<file path="src/rtl/core/vm_instruction_execute_core_unit_assert.svh">
// ----------------------------------------------------------------------------
// vm_instruction_execute_core_unit_assert.svh
// Assertion macros used by the instruction execute core RTL (vmx_back).
// ----------------------------------------------------------------------------
`ifndef VM_INSTRUCTION_EXECUTE_CORE_UNIT_ASSERT_SVH
`define VM_INSTRUCTION_EXECUTE_CORE_UNIT_ASSERT_SVH

`ifndef ASSERT_OFF
// Same-cycle implication, checked on every clk edge outside reset.
`define VMX_ASSERT_NOW(lbl, ant, cons, msg) \
    lbl: assert property (@(posedge clk) disable iff (!rst_n) (ant) |-> (cons)) \
        else $error(msg);
// Next-cycle implication, checked on every clk edge outside reset.
`define VMX_ASSERT_NEXT(lbl, ant, cons, msg) \
    lbl: assert property (@(posedge clk) disable iff (!rst_n) (ant) |=> (cons)) \
        else $error(msg);
`else
`define VMX_ASSERT_NOW(lbl, ant, cons, msg)
`define VMX_ASSERT_NEXT(lbl, ant, cons, msg)
`endif

`endif

</file>
<file path="src/rtl/core/vmx_pkg.sv">
// ----------------------------------------------------------------------------
// vmx_pkg
// Types, decode classes and constants of the instruction execute core.
// ----------------------------------------------------------------------------
package vmx_pkg;

    localparam int STACK_DEPTH_DEF = 16;
    localparam int QUEUE_DEPTH     = 2;

    localparam logic [11:0] PC_RESET = 12'h200;
    localparam logic [15:0] INSTR_RET = 16'h00EE;

    // Top nibble of the instruction word
    localparam logic [3:0] NIB_SYS    = 4'h0;
    localparam logic [3:0] NIB_JP     = 4'h1;
    localparam logic [3:0] NIB_CALL   = 4'h2;
    localparam logic [3:0] NIB_SE_IMM = 4'h3;
    localparam logic [3:0] NIB_SNE_IMM = 4'h4;
    localparam logic [3:0] NIB_SE_REG = 4'h5;
    localparam logic [3:0] NIB_LD_IMM = 4'h6;
    localparam logic [3:0] NIB_ADD_IMM = 4'h7;
    localparam logic [3:0] NIB_ALU    = 4'h8;
    localparam logic [3:0] NIB_SNE_REG = 4'h9;
    localparam logic [3:0] NIB_LD_I   = 4'hA;
    localparam logic [3:0] NIB_JP_V0  = 4'hB;
    localparam logic [3:0] NIB_RND    = 4'hC;

    // ALU sub-operations (low nibble of 8XYN)
    localparam logic [3:0] ALU_MOV  = 4'h0;
    localparam logic [3:0] ALU_OR   = 4'h1;
    localparam logic [3:0] ALU_AND  = 4'h2;
    localparam logic [3:0] ALU_XOR  = 4'h3;
    localparam logic [3:0] ALU_ADD  = 4'h4;
    localparam logic [3:0] ALU_SUB  = 4'h5;
    localparam logic [3:0] ALU_SHR  = 4'h6;
    localparam logic [3:0] ALU_SUBN = 4'h7;
    localparam logic [3:0] ALU_SHL  = 4'hE;

    // Decode classes handed from front to back
    localparam logic [3:0] CLS_NOP     = 4'd0;
    localparam logic [3:0] CLS_RET     = 4'd1;
    localparam logic [3:0] CLS_JP      = 4'd2;
    localparam logic [3:0] CLS_CALL    = 4'd3;
    localparam logic [3:0] CLS_SE_IMM  = 4'd4;
    localparam logic [3:0] CLS_SNE_IMM = 4'd5;
    localparam logic [3:0] CLS_SE_REG  = 4'd6;
    localparam logic [3:0] CLS_SNE_REG = 4'd7;
    localparam logic [3:0] CLS_LD_IMM  = 4'd8;
    localparam logic [3:0] CLS_ADD_IMM = 4'd9;
    localparam logic [3:0] CLS_ALU     = 4'd10;
    localparam logic [3:0] CLS_LD_I    = 4'd11;
    localparam logic [3:0] CLS_JP_V0   = 4'd12;
    localparam logic [3:0] CLS_RND     = 4'd13;

    // Status codes
    localparam logic [1:0] ST_OK     = 2'd0;
    localparam logic [1:0] ST_OVER   = 2'd1;
    localparam logic [1:0] ST_UNDER  = 2'd2;
    localparam logic [1:0] ST_UNIMPL = 2'd3;

    localparam logic [3:0] VF_IDX = 4'hF;

    typedef struct packed {
        logic [15:0] instruction;
        logic [7:0]  random_byte;
    } in_item_t;

    typedef struct packed {
        logic [11:0] next_pc;
        logic [11:0] index_value;
        logic        reg_write;
        logic [3:0]  reg_index;
        logic [7:0]  reg_value;
        logic        flag_write;
        logic        flag_value;
        logic        skipped;
        logic [1:0]  status;
    } out_item_t;

    typedef struct packed {
        logic [3:0]  cls;
        logic [3:0]  alu;
        logic [3:0]  x;
        logic [3:0]  ax;
        logic [3:0]  y;
        logic [11:0] nnn;
        logic [7:0]  rnd;
    } dec_t;

endpackage

</file>
<file path="src/rtl/core/vmx_front.sv">
// ----------------------------------------------------------------------------
// vmx_front
// Accept requests and classify each instruction word for the back end.
// ----------------------------------------------------------------------------
module vmx_front
(
    input  logic              in_valid,
    output logic              in_ready,
    input  vmx_pkg::in_item_t in_data,
    input  logic              q_space,
    output logic              push,
    output vmx_pkg::dec_t     push_data
);
    import vmx_pkg::*;

    logic [3:0] top_nib;
    logic [3:0] low_nib;
    logic [3:0] cls;

    assign top_nib  = in_data.instruction[15:12];
    assign low_nib  = in_data.instruction[3:0];
    assign in_ready = q_space;
    assign push     = in_valid && q_space;

    always_comb
    begin
        case (top_nib)
            NIB_SYS:     cls = (in_data.instruction == INSTR_RET) ? CLS_RET : CLS_NOP;
            NIB_JP:      cls = CLS_JP;
            NIB_CALL:    cls = CLS_CALL;
            NIB_SE_IMM:  cls = CLS_SE_IMM;
            NIB_SNE_IMM: cls = CLS_SNE_IMM;
            NIB_SE_REG:  cls = CLS_SE_REG;
            NIB_LD_IMM:  cls = CLS_LD_IMM;
            NIB_ADD_IMM: cls = CLS_ADD_IMM;
            NIB_ALU:
            begin
                case (low_nib)
                    ALU_MOV, ALU_OR, ALU_AND, ALU_XOR, ALU_ADD,
                    ALU_SUB, ALU_SHR, ALU_SUBN, ALU_SHL: cls = CLS_ALU;
                    default: cls = CLS_NOP;
                endcase
            end
            NIB_SNE_REG: cls = CLS_SNE_REG;
            NIB_LD_I:    cls = CLS_LD_I;
            NIB_JP_V0:   cls = CLS_JP_V0;
            NIB_RND:     cls = CLS_RND;
            default:     cls = CLS_NOP;
        endcase
    end

    always_comb
    begin
        push_data.cls = cls;
        push_data.alu = low_nib;
        push_data.x   = in_data.instruction[11:8];
        // offset jump reads V0 on the X port
        push_data.ax  = (cls == CLS_JP_V0) ? 4'h0 : in_data.instruction[11:8];
        push_data.y   = in_data.instruction[7:4];
        push_data.nnn = in_data.instruction[11:0];
        push_data.rnd = in_data.random_byte;
    end

endmodule

</file>
<file path="src/rtl/core/vmx_queue.sv">
// ----------------------------------------------------------------------------
// vmx_queue
// Short FIFO of decoded requests between front and back.
// ----------------------------------------------------------------------------
module vmx_queue
(
    input  logic          clk,
    input  logic          rst_n,
    input  logic          push,
    input  vmx_pkg::dec_t push_data,
    input  logic          pop,
    output logic          head_valid,
    output vmx_pkg::dec_t head,
    output logic          space
);
    import vmx_pkg::*;

    localparam int PW = (QUEUE_DEPTH > 1) ? $clog2(QUEUE_DEPTH) : 1;
    localparam int CW = $clog2(QUEUE_DEPTH + 1);

    dec_t           slot_reg [QUEUE_DEPTH];
    logic [PW-1:0]  wr_ptr_reg, wr_ptr_next;
    logic [PW-1:0]  rd_ptr_reg, rd_ptr_next;
    logic [CW-1:0]  cnt_reg, cnt_next;

    function automatic logic [PW-1:0] ptr_inc(input logic [PW-1:0] p);
        ptr_inc = (p == PW'(QUEUE_DEPTH - 1)) ? '0 : p + PW'(1);
    endfunction

    always_comb
    begin
        wr_ptr_next = push ? ptr_inc(wr_ptr_reg) : wr_ptr_reg;
        rd_ptr_next = pop  ? ptr_inc(rd_ptr_reg) : rd_ptr_reg;
        cnt_next    = cnt_reg + CW'(push) - CW'(pop);
    end

    always_ff @(posedge clk or negedge rst_n)
    begin
        if (!rst_n)
        begin
            wr_ptr_reg <= '0;
            rd_ptr_reg <= '0;
            cnt_reg    <= '0;
        end
        else
        begin
            wr_ptr_reg <= wr_ptr_next;
            rd_ptr_reg <= rd_ptr_next;
            cnt_reg    <= cnt_next;
        end
    end

    always_ff @(posedge clk)
    begin
        if (push)
        begin
            slot_reg[wr_ptr_reg] <= push_data;
        end
    end

    assign head_valid = (cnt_reg != '0);
    assign head       = slot_reg[rd_ptr_reg];
    assign space      = (cnt_reg < CW'(QUEUE_DEPTH));

endmodule

</file>
<file path="src/rtl/core/vmx_back.sv">
// ----------------------------------------------------------------------------
// vmx_back
// Execute decoded requests against V registers, PC, I and return stack.
// ----------------------------------------------------------------------------
`include "vm_instruction_execute_core_unit_assert.svh"

module vmx_back
#(
    parameter int STACK_DEPTH = vmx_pkg::STACK_DEPTH_DEF
)
(
    input  logic               clk,
    input  logic               rst_n,
    input  logic               head_valid,
    input  vmx_pkg::dec_t      head,
    output logic               pop,
    output logic               out_valid,
    input  logic               out_ready,
    output vmx_pkg::out_item_t out_data
);
    import vmx_pkg::*;

    localparam int AW = (STACK_DEPTH > 1) ? $clog2(STACK_DEPTH) : 1;
    localparam int CW = $clog2(STACK_DEPTH + 1);

    // V register file; VF lives in its own flop
    logic [7:0]     vmem [16];
    logic [15:0]    vld_reg;
    logic [7:0]     vf_reg;
    logic [7:0]     rx_reg;
    logic [7:0]     ry_reg;

    // bypass of the write made on the edge that loaded rx/ry
    logic           fwd_vld_reg;
    logic [3:0]     fwd_idx_reg;
    logic [7:0]     fwd_val_reg;

    // return stack; tos_reg mirrors the top entry
    logic [11:0]    stk_mem [STACK_DEPTH];
    logic [11:0]    tos_reg;
    logic [CW-1:0]  cnt_reg, cnt_next;

    logic [11:0]    pc_reg;
    logic [11:0]    idx_reg;

    logic           e_valid_reg;
    dec_t           e_reg;
    logic           e_go;

    logic           o_valid_reg;
    out_item_t      o_reg;

    logic [7:0]     vx, vy, nn, res;
    logic [8:0]     sum9;
    logic [11:0]    here, pc_adv, pc_n, idx_n;
    logic           wr, fw, skip, flag, do_push, do_pop;
    logic [1:0]     st;
    logic [CW-1:0]  cnt_less2;
    out_item_t      res_item;

    assign e_go      = e_valid_reg && (!o_valid_reg || out_ready);
    assign pop       = head_valid && (!e_valid_reg || e_go);
    assign out_valid = o_valid_reg;
    assign out_data  = o_reg;

    // operand select: VF flop, then bypass, then registered RAM read
    always_comb
    begin
        if (e_reg.ax == VF_IDX)
            vx = vf_reg;
        else if (fwd_vld_reg && fwd_idx_reg == e_reg.ax)
            vx = fwd_val_reg;
        else
            vx = rx_reg;

        if (e_reg.y == VF_IDX)
            vy = vf_reg;
        else if (fwd_vld_reg && fwd_idx_reg == e_reg.y)
            vy = fwd_val_reg;
        else
            vy = ry_reg;
    end

    always_comb
    begin
        nn      = e_reg.nnn[7:0];
        here    = pc_reg;
        pc_adv  = pc_reg + 12'd2;
        pc_n    = pc_adv;
        idx_n   = idx_reg;
        wr      = 1'b0;
        fw      = 1'b0;
        skip    = 1'b0;
        res     = '0;
        flag    = 1'b0;
        st      = ST_OK;
        do_push = 1'b0;
        do_pop  = 1'b0;
        sum9    = {1'b0, vx} + {1'b0, vy};

        case (e_reg.cls)
            CLS_RET:
            begin
                if (cnt_reg == '0)
                begin
                    st   = ST_UNDER;
                    pc_n = here;
                end
                else
                begin
                    do_pop = 1'b1;
                    pc_n   = tos_reg;
                end
            end
            CLS_JP:  pc_n = e_reg.nnn;
            CLS_CALL:
            begin
                if (cnt_reg >= CW'(STACK_DEPTH))
                begin
                    st   = ST_OVER;
                    pc_n = here;
                end
                else
                begin
                    do_push = 1'b1;
                    pc_n    = e_reg.nnn;
                end
            end
            CLS_SE_IMM:  skip = (vx == nn);
            CLS_SNE_IMM: skip = (vx != nn);
            CLS_SE_REG:  skip = (vx == vy);
            CLS_SNE_REG: skip = (vx != vy);
            CLS_LD_IMM:
            begin
                wr  = 1'b1;
                res = nn;
            end
            CLS_ADD_IMM:
            begin
                wr  = 1'b1;
                res = vx + nn;
            end
            CLS_ALU:
            begin
                wr = 1'b1;
                case (e_reg.alu)
                    ALU_MOV: res = vy;
                    ALU_OR:  res = vx | vy;
                    ALU_AND: res = vx & vy;
                    ALU_XOR: res = vx ^ vy;
                    ALU_ADD:
                    begin
                        fw   = 1'b1;
                        res  = sum9[7:0];
                        flag = sum9[8];
                    end
                    ALU_SUB:
                    begin
                        fw   = 1'b1;
                        res  = vx - vy;
                        flag = (vx >= vy);
                    end
                    ALU_SHR:
                    begin
                        fw   = 1'b1;
                        res  = {1'b0, vy[7:1]};
                        flag = vy[0];
                    end
                    ALU_SUBN:
                    begin
                        fw   = 1'b1;
                        res  = vy - vx;
                        flag = (vy >= vx);
                    end
                    ALU_SHL:
                    begin
                        fw   = 1'b1;
                        res  = {vy[6:0], 1'b0};
                        flag = vy[7];
                    end
                    default:
                    begin
                        wr = 1'b0;
                        st = ST_UNIMPL;
                    end
                endcase
            end
            CLS_LD_I:  idx_n = e_reg.nnn;
            CLS_JP_V0: pc_n = e_reg.nnn + {4'h0, vx};
            CLS_RND:
            begin
                wr  = 1'b1;
                res = e_reg.rnd & nn;
            end
            default:   st = ST_UNIMPL;
        endcase

        if (skip)
            pc_n = pc_n + 12'd2;

        res_item.next_pc     = pc_n;
        res_item.index_value = idx_n;
        res_item.reg_write   = wr;
        res_item.reg_index   = wr ? e_reg.x : 4'h0;
        res_item.reg_value   = wr ? res : 8'h00;
        res_item.flag_write  = fw;
        res_item.flag_value  = fw ? flag : 1'b0;
        res_item.skipped     = skip;
        res_item.status      = st;
    end

    always_comb
    begin
        cnt_next = cnt_reg;
        if (e_go && do_push)
            cnt_next = cnt_reg + CW'(1);
        else if (e_go && do_pop)
            cnt_next = cnt_reg - CW'(1);
    end

    assign cnt_less2 = cnt_reg - CW'(2);

    // control and architectural state
    always_ff @(posedge clk or negedge rst_n)
    begin
        if (!rst_n)
        begin
            e_valid_reg <= 1'b0;
            o_valid_reg <= 1'b0;
            pc_reg      <= PC_RESET;
            idx_reg     <= '0;
            cnt_reg     <= '0;
            vf_reg      <= '0;
            vld_reg     <= '0;
            fwd_vld_reg <= 1'b0;
        end
        else
        begin
            if (pop)
                e_valid_reg <= 1'b1;
            else if (e_go)
                e_valid_reg <= 1'b0;

            if (e_go)
                o_valid_reg <= 1'b1;
            else if (out_ready)
                o_valid_reg <= 1'b0;

            cnt_reg <= cnt_next;

            if (e_go)
            begin
                pc_reg      <= pc_n;
                idx_reg     <= idx_n;
                fwd_vld_reg <= wr && (e_reg.x != VF_IDX);
                // flag lands after the result, so it wins when X is F
                if (fw)
                    vf_reg <= {7'h00, flag};
                else if (wr && e_reg.x == VF_IDX)
                    vf_reg <= res;
                if (wr && e_reg.x != VF_IDX)
                    vld_reg[e_reg.x] <= 1'b1;
            end
        end
    end

    // payload registers and RAMs
    always_ff @(posedge clk)
    begin
        if (pop)
        begin
            e_reg  <= head;
            rx_reg <= vld_reg[head.ax] ? vmem[head.ax] : 8'h00;
            ry_reg <= vld_reg[head.y]  ? vmem[head.y]  : 8'h00;
        end
        if (e_go)
        begin
            o_reg       <= res_item;
            fwd_idx_reg <= e_reg.x;
            fwd_val_reg <= res;
            if (wr && e_reg.x != VF_IDX)
                vmem[e_reg.x] <= res;
        end
    end

    always_ff @(posedge clk)
    begin
        if (e_go && do_push)
        begin
            stk_mem[cnt_reg[AW-1:0]] <= pc_adv;
            tos_reg                  <= pc_adv;
        end
        else if (e_go && do_pop)
        begin
            tos_reg <= stk_mem[cnt_less2[AW-1:0]];
        end
    end

    `VMX_ASSERT_NOW(a_cnt_bound, 1'b1, cnt_reg <= CW'(STACK_DEPTH), "stack count beyond depth")
    `VMX_ASSERT_NEXT(a_push_cnt, e_go && do_push, cnt_reg == $past(cnt_reg) + CW'(1), "push lost")
    `VMX_ASSERT_NEXT(a_pop_cnt, e_go && do_pop, cnt_reg == $past(cnt_reg) - CW'(1), "pop lost")
    `VMX_ASSERT_NEXT(a_go_out, e_go, o_valid_reg, "executed request not presented")
    `VMX_ASSERT_NOW(a_fwd_vf, fwd_vld_reg, fwd_idx_reg != VF_IDX, "bypass aimed at VF")

endmodule

</file>
<file path="src/rtl/core/vm_instruction_execute_core_unit.sv">
// ----------------------------------------------------------------------------
// vm_instruction_execute_core_unit
// One instruction per request: classify, queue and execute against V/PC/I.
// ----------------------------------------------------------------------------
// Usage:
//   Input channel (in_valid/in_ready/in_data) carries one request: the
//   instruction word fetched at the current PC and a random byte for CXNN.
//   Output channel (out_valid/out_ready/out_data) returns one result per
//   request, in order: next PC, I, the V register write, the VF flag
//   write, the skip outcome and a status code.
//   Path: an accepted request is written into the queue, popped into the
//   execute register, then executed into the output register.
//   Throughput: one request per cycle while out_ready stays high; the
//   execute loop updates PC, the return stack and VF.
//   in_ready depends only on the queue fill, never on out_ready.
//   When the receiver stalls, the output register holds, execute holds,
//   and the two-entry queue fills before in_ready drops.
//   Reset: PC = 0x200, I = 0, all V registers read as zero, stack empty.
// ----------------------------------------------------------------------------
module vm_instruction_execute_core_unit
#(
    parameter int STACK_DEPTH = vmx_pkg::STACK_DEPTH_DEF
)
(
    input  logic               clk,
    input  logic               rst_n,
    input  logic               in_valid,
    output logic               in_ready,
    input  vmx_pkg::in_item_t  in_data,
    output logic               out_valid,
    input  logic               out_ready,
    output vmx_pkg::out_item_t out_data
);
    import vmx_pkg::*;

    // front to queue
    logic q_push;
    logic q_space;
    dec_t q_push_data;

    // queue to back
    logic q_head_valid;
    logic q_pop;
    dec_t q_head;

    // classify the instruction word and push the decoded request
    vmx_front u_front
    (
        .in_valid  (in_valid),
        .in_ready  (in_ready),
        .in_data   (in_data),
        .q_space   (q_space),
        .push      (q_push),
        .push_data (q_push_data)
    );

    // decouple accept from execute so each side can stall on its own
    vmx_queue u_queue
    (
        .clk        (clk),
        .rst_n      (rst_n),
        .push       (q_push),
        .push_data  (q_push_data),
        .pop        (q_pop),
        .head_valid (q_head_valid),
        .head       (q_head),
        .space      (q_space)
    );

    // execute against architectural state and hold the result for the sink
    vmx_back #(
        .STACK_DEPTH (STACK_DEPTH)
    ) u_back
    (
        .clk        (clk),
        .rst_n      (rst_n),
        .head_valid (q_head_valid),
        .head       (q_head),
        .pop        (q_pop),
        .out_valid  (out_valid),
        .out_ready  (out_ready),
        .out_data   (out_data)
    );

endmodule

</file>
<file path="config.mk">
export PLATFORM = sky130hd
export DESIGN_NAME = vm_instruction_execute_core_unit
export DESIGN_NICKNAME = d
export VERILOG_FILES = /design/src/rtl/core/vmx_pkg.sv /design/src/rtl/core/vmx_front.sv /design/src/rtl/core/vmx_queue.sv /design/src/rtl/core/vmx_back.sv /design/src/rtl/core/vm_instruction_execute_core_unit.sv
export VERILOG_INCLUDE_DIRS = /design/src /design/src/rtl/core
export SDC_FILE = /design/constraint.sdc
export NUM_CORES = 1
export LEC_CHECK = 0
export ABC_CLOCK_PERIOD_IN_PS = 4310
export BUFFER_PORTS_ARGS = -buffer_cell sky130_fd_sc_hd__buf_2
export CAP_MARGIN = 20
export CORE_MARGIN = 1
export CORE_UTILIZATION = 57
export CTS_CLUSTER_DIAMETER = 120
export DETAILED_ROUTE_END_ITERATION = 10
export PLACE_DENSITY = 0.73
export SETUP_SLACK_MARGIN = 0.05
export SYNTH_ARGS = -nofsm -noshare
export SYNTH_HDL_FRONTEND = slang
export SYNTH_SLANG_ARGS = --single-unit
</file>
<file path="constraint.sdc">
create_clock -name clk -period 4.31 [get_ports clk]
set_input_delay 0 -clock clk [delete_from_list [all_inputs] [get_ports clk]]
set_output_delay 0 -clock clk [all_outputs]
set_load 0.1 [all_outputs]
</file>
==> results.toml <==
[routing]
first_iter_violations = 2318
drc_errors = 0
wirelength_mm = 74.3
via_per_inst = 6.56
vias = 19000
wire_per_inst_um = 25.7
antenna_left = 0
drt-pass1-iter-count = 6

[global_routing]
grt_overflow_total = 0
grt_pass1_vias = 18600
met2_usage_pct = 50.3
busiest_layer = "met2"
track_usage_pct = 32.0
grt_pass1_wl_mm = 112
antenna_found_initial = 1
grt_max_degree = 73
grt_use_met1_pct = 44.5
use_met3_pct = 5.62

[layout]
n_fill_cell = 3083
syn2layout_area_growth_pct = 16.2
diodes = 0
fin_cells = 2895
seq_area_sq_um = 16100
drive_gt1_share_pct = 20.5
final_cell_mix = "edfxtp_1 (486), nand2_1 (419), buf_4 (124)"
multiInputGateArea_sq_um = 9490
largest_register_ffs = 192
layout.nets = 2341
final_common_cell = "edfxtp_1"

[logic_synthesis]
async_flop_share_pct = 11.0
ys_types = 90
synth_edf_count = 486
synth_warnings = 0
synth_compound_area_share_pct = 9.15
yosysSeqAreaShare_pct = 61.9
yosys_register_bits = 546
synthCells = 2082
synth-adder-area-share_pct = 2.74
netlist_area_sq_um = 26000
synth_xor_area_share_pct = 1.55
synth-simple-area-share_pct = 14.4
yosys_most_used_dff = "edfxtp_1"
synth_top_family_by_area = "simple AND/OR/NAND/NOR gates"
synth.avg_cell_area_sq_um = 12.5
synthMuxAreaShare_pct = 7.61

[critical_path]
crit_path_start = "u_back.fwd_idx_reg[1]"
setup.worst_path.class = "flop to flop"
r2r-start = "u_back.fwd_idx_reg[1]"
worstPathRequired_ns = 4.69
crit_end = "u_back.out_data[41]"
cp-start-kind = "flop"
reg2reg_slack_ns = 0.17
reg2reg_to = "u_back.out_data[41]"
cp_max_fo = 6
end_kind = "flop"
cp.arrival_ns = 4.52
rr_worst_depth = 15

[pwr]
pwr-share-comb_pct = 47.9
switching_share_pct = 43.0
powerDensity_nw_per_um2 = 867
switchingPower_mw = 11.3
power_frac_seq_pct = 32.2
power.internal_mw = 14.9
p_leak_nw = 11.2
vdd_drop_max_mv = 0.921
clkPwrFrac_pct = 19.9

[sta]
final.period_utilization_pct = 96.0
drv_slew = 0
finalHoldViolCount = 0
setup_viol = 0
fmax_mhz = 242
fin_crit_ns = 4.14
worst_pin_slew_ns = 1.04
rsz0062_at_grt = "false"
fin_worst_skew_ns = 0.0341
fin_setup_tns_ns = 0
worst_slew_margin_rel_pct = 29.1

[clock_network]
clock_sinks = 546
clockBufferDepth = 3
h-tree-depth = 2
clkLatencyLatePin_ns = 0.64
root_buffer = "clkbuf_16"
clk_pin_slew_worst_paths_ns = 0.06
cts_tree = "yes"
numCtsBuffers = 53

[run]
max_cap_viol_count = 0

[floorplanning]
dieArea_sq_um = 46500
ioPinCount = 72
start_util_pct = 58.3
die_x_um = 216
core_sq_um = 44600
row_count = 77
fp.dieH_um = 216

[placement]
place_congestion = 0.971
place_inst = 2762
port_buffers = 71
dp_hpwl_mm = 47.7

[min_path]
hp-class = "input pin to asynchronous set/reset pin"

[outcome]
outcome = "complete, no violations"
Yosys cell counts (7+ instances only):
library cell	n	area [sq um]
edfxtp_1	486	14600
nand2_1	419	1570
nand3_1	117	586
nor2_1	94	353
clkbuf_1	83	312
a311oi_1	69	604
mux4_2	60	1350
dfrtp_1	59	1480
inv_1	55	206
o21ai_0	51	255
a21oi_1	50	250
ha_1	49	613
and3_1	39	244
mux2_2	37	417
xnor2_1	26	228
nor3_1	22	110
mux2i_1	21	210
xor2_1	20	175
or2_2	19	119
nor3b_1	18	135
buf_1	15	56.3
buf_2	15	75.1
nand4_1	15	93.8
a21o_1	14	105
a211oi_1	13	97.6
nor2b_1	13	81.3
and2_1	12	75.1
nand2b_1	12	75.1
a22o_1	11	96.3
a22oi_1	10	75.1
a31oi_1	10	62.6
o21bai_1	10	75.1
o211ai_1	9	67.6
a221oi_1	8	70.1
o22ai_1	8	50.1
o221ai_1	7	61.3
routing by layer:
layer / wire length (um) / share of wire (%)
met4: 2850 / 3.8
met1: 28900 / 39
met3: 7760 / 10
met5: 13 / 0.017
met2: 34700 / 47
critical path, cell delays in order, from the launching register on:
cell      delay, ns
edfxtp_1       0.42
xnor2_1        0.26
and3_1         0.29
nand3_1        0.13
a31oi_2        0.36
inv_1          0.11
ha_1           0.41
nand4_1        0.22
nor3_2         0.26
nor3_1         0.10
nor4bb_2       0.40
buf_4          0.21
and4b_2        0.27
and3b_1        0.20
and3_1         0.21
nor2_1         0.06
kinds of logic (layout without fill, tap and decap cells):
family,Yosys count,in the layout
flops,546,546
other cells,1,8
buf+inv,178,392
mux,118,118
fa+ha+maj,54,54
compound gates,326,326
simple gates,813,813
xor+xnor,46,46
stage by stage:
stage / hold WS [ns] / setup slack, ns / power, mW / area, sq um / util, %
after detailed placement: 0.196 / 0.0355 / 20.6 / 27800 / 62.3
after global routing: 0.0839 / 0.0158 / 27.3 / 30200 / 67.7
after global placement: 0.187 / 0.0407 / 20.4 / 27800 / 62.3
after CTS: 0.0821 / 0.0578 / 25.8 / 30100 / 67.4
final: 0.0884 / 0.173 / 26.2 / 30200 / 67.7
after floorplan: -0.296 / 0.167 / 16.5 / 26100 / -
worst min path at each step:
stage | to | slack, ns
after global routing | u_queue.slot_reg[0][3] | 0.08
after global placement | u_queue.slot_reg[0][7] | 0.19
after floorplan | u_back.cnt_reg[0] | -0.30
after CTS | u_queue.slot_reg[1][4] | 0.08
after detailed placement | u_queue.slot_reg[0][0] | 0.20
final | u_back.idx_reg[1] | 0.09
power groups by stage:
stage	registers [mW]	clock network, mW	logic [mW]
2_1_floorplan	9.33	0	7.15
3_3_place_gp	8.46	0	11.9
3_5_place_dp	8.49	0	12.1
4_1_cts	8.40	5.22	12.2
5_1_grt	8.50	5.43	13.4
6_report	8.43	5.21	12.6
timing repair:
action                                  CTS  global route
endpoints found under the setup margin   18            87
setup buffers                             0             3
pin swaps                                 0             6
endpoints found under the hold margin   119             0
hold buffers                             30             0
gates resized for setup                   2            31
final cells by class:
type / instances / area share [%]
Clock buffer: 62 / 4.70
Clock inverter: 37 / 1.83
Timing Repair Buffer: 230 / 5.52
Inverter: 63 / 0.787
Tap cell: 592 / 2.45
Sequential cell: 546 / 53.3
Multi-Input combinational cell: 1365 / 31.4
No activity file was read; power rests on OpenSTA's default activity.
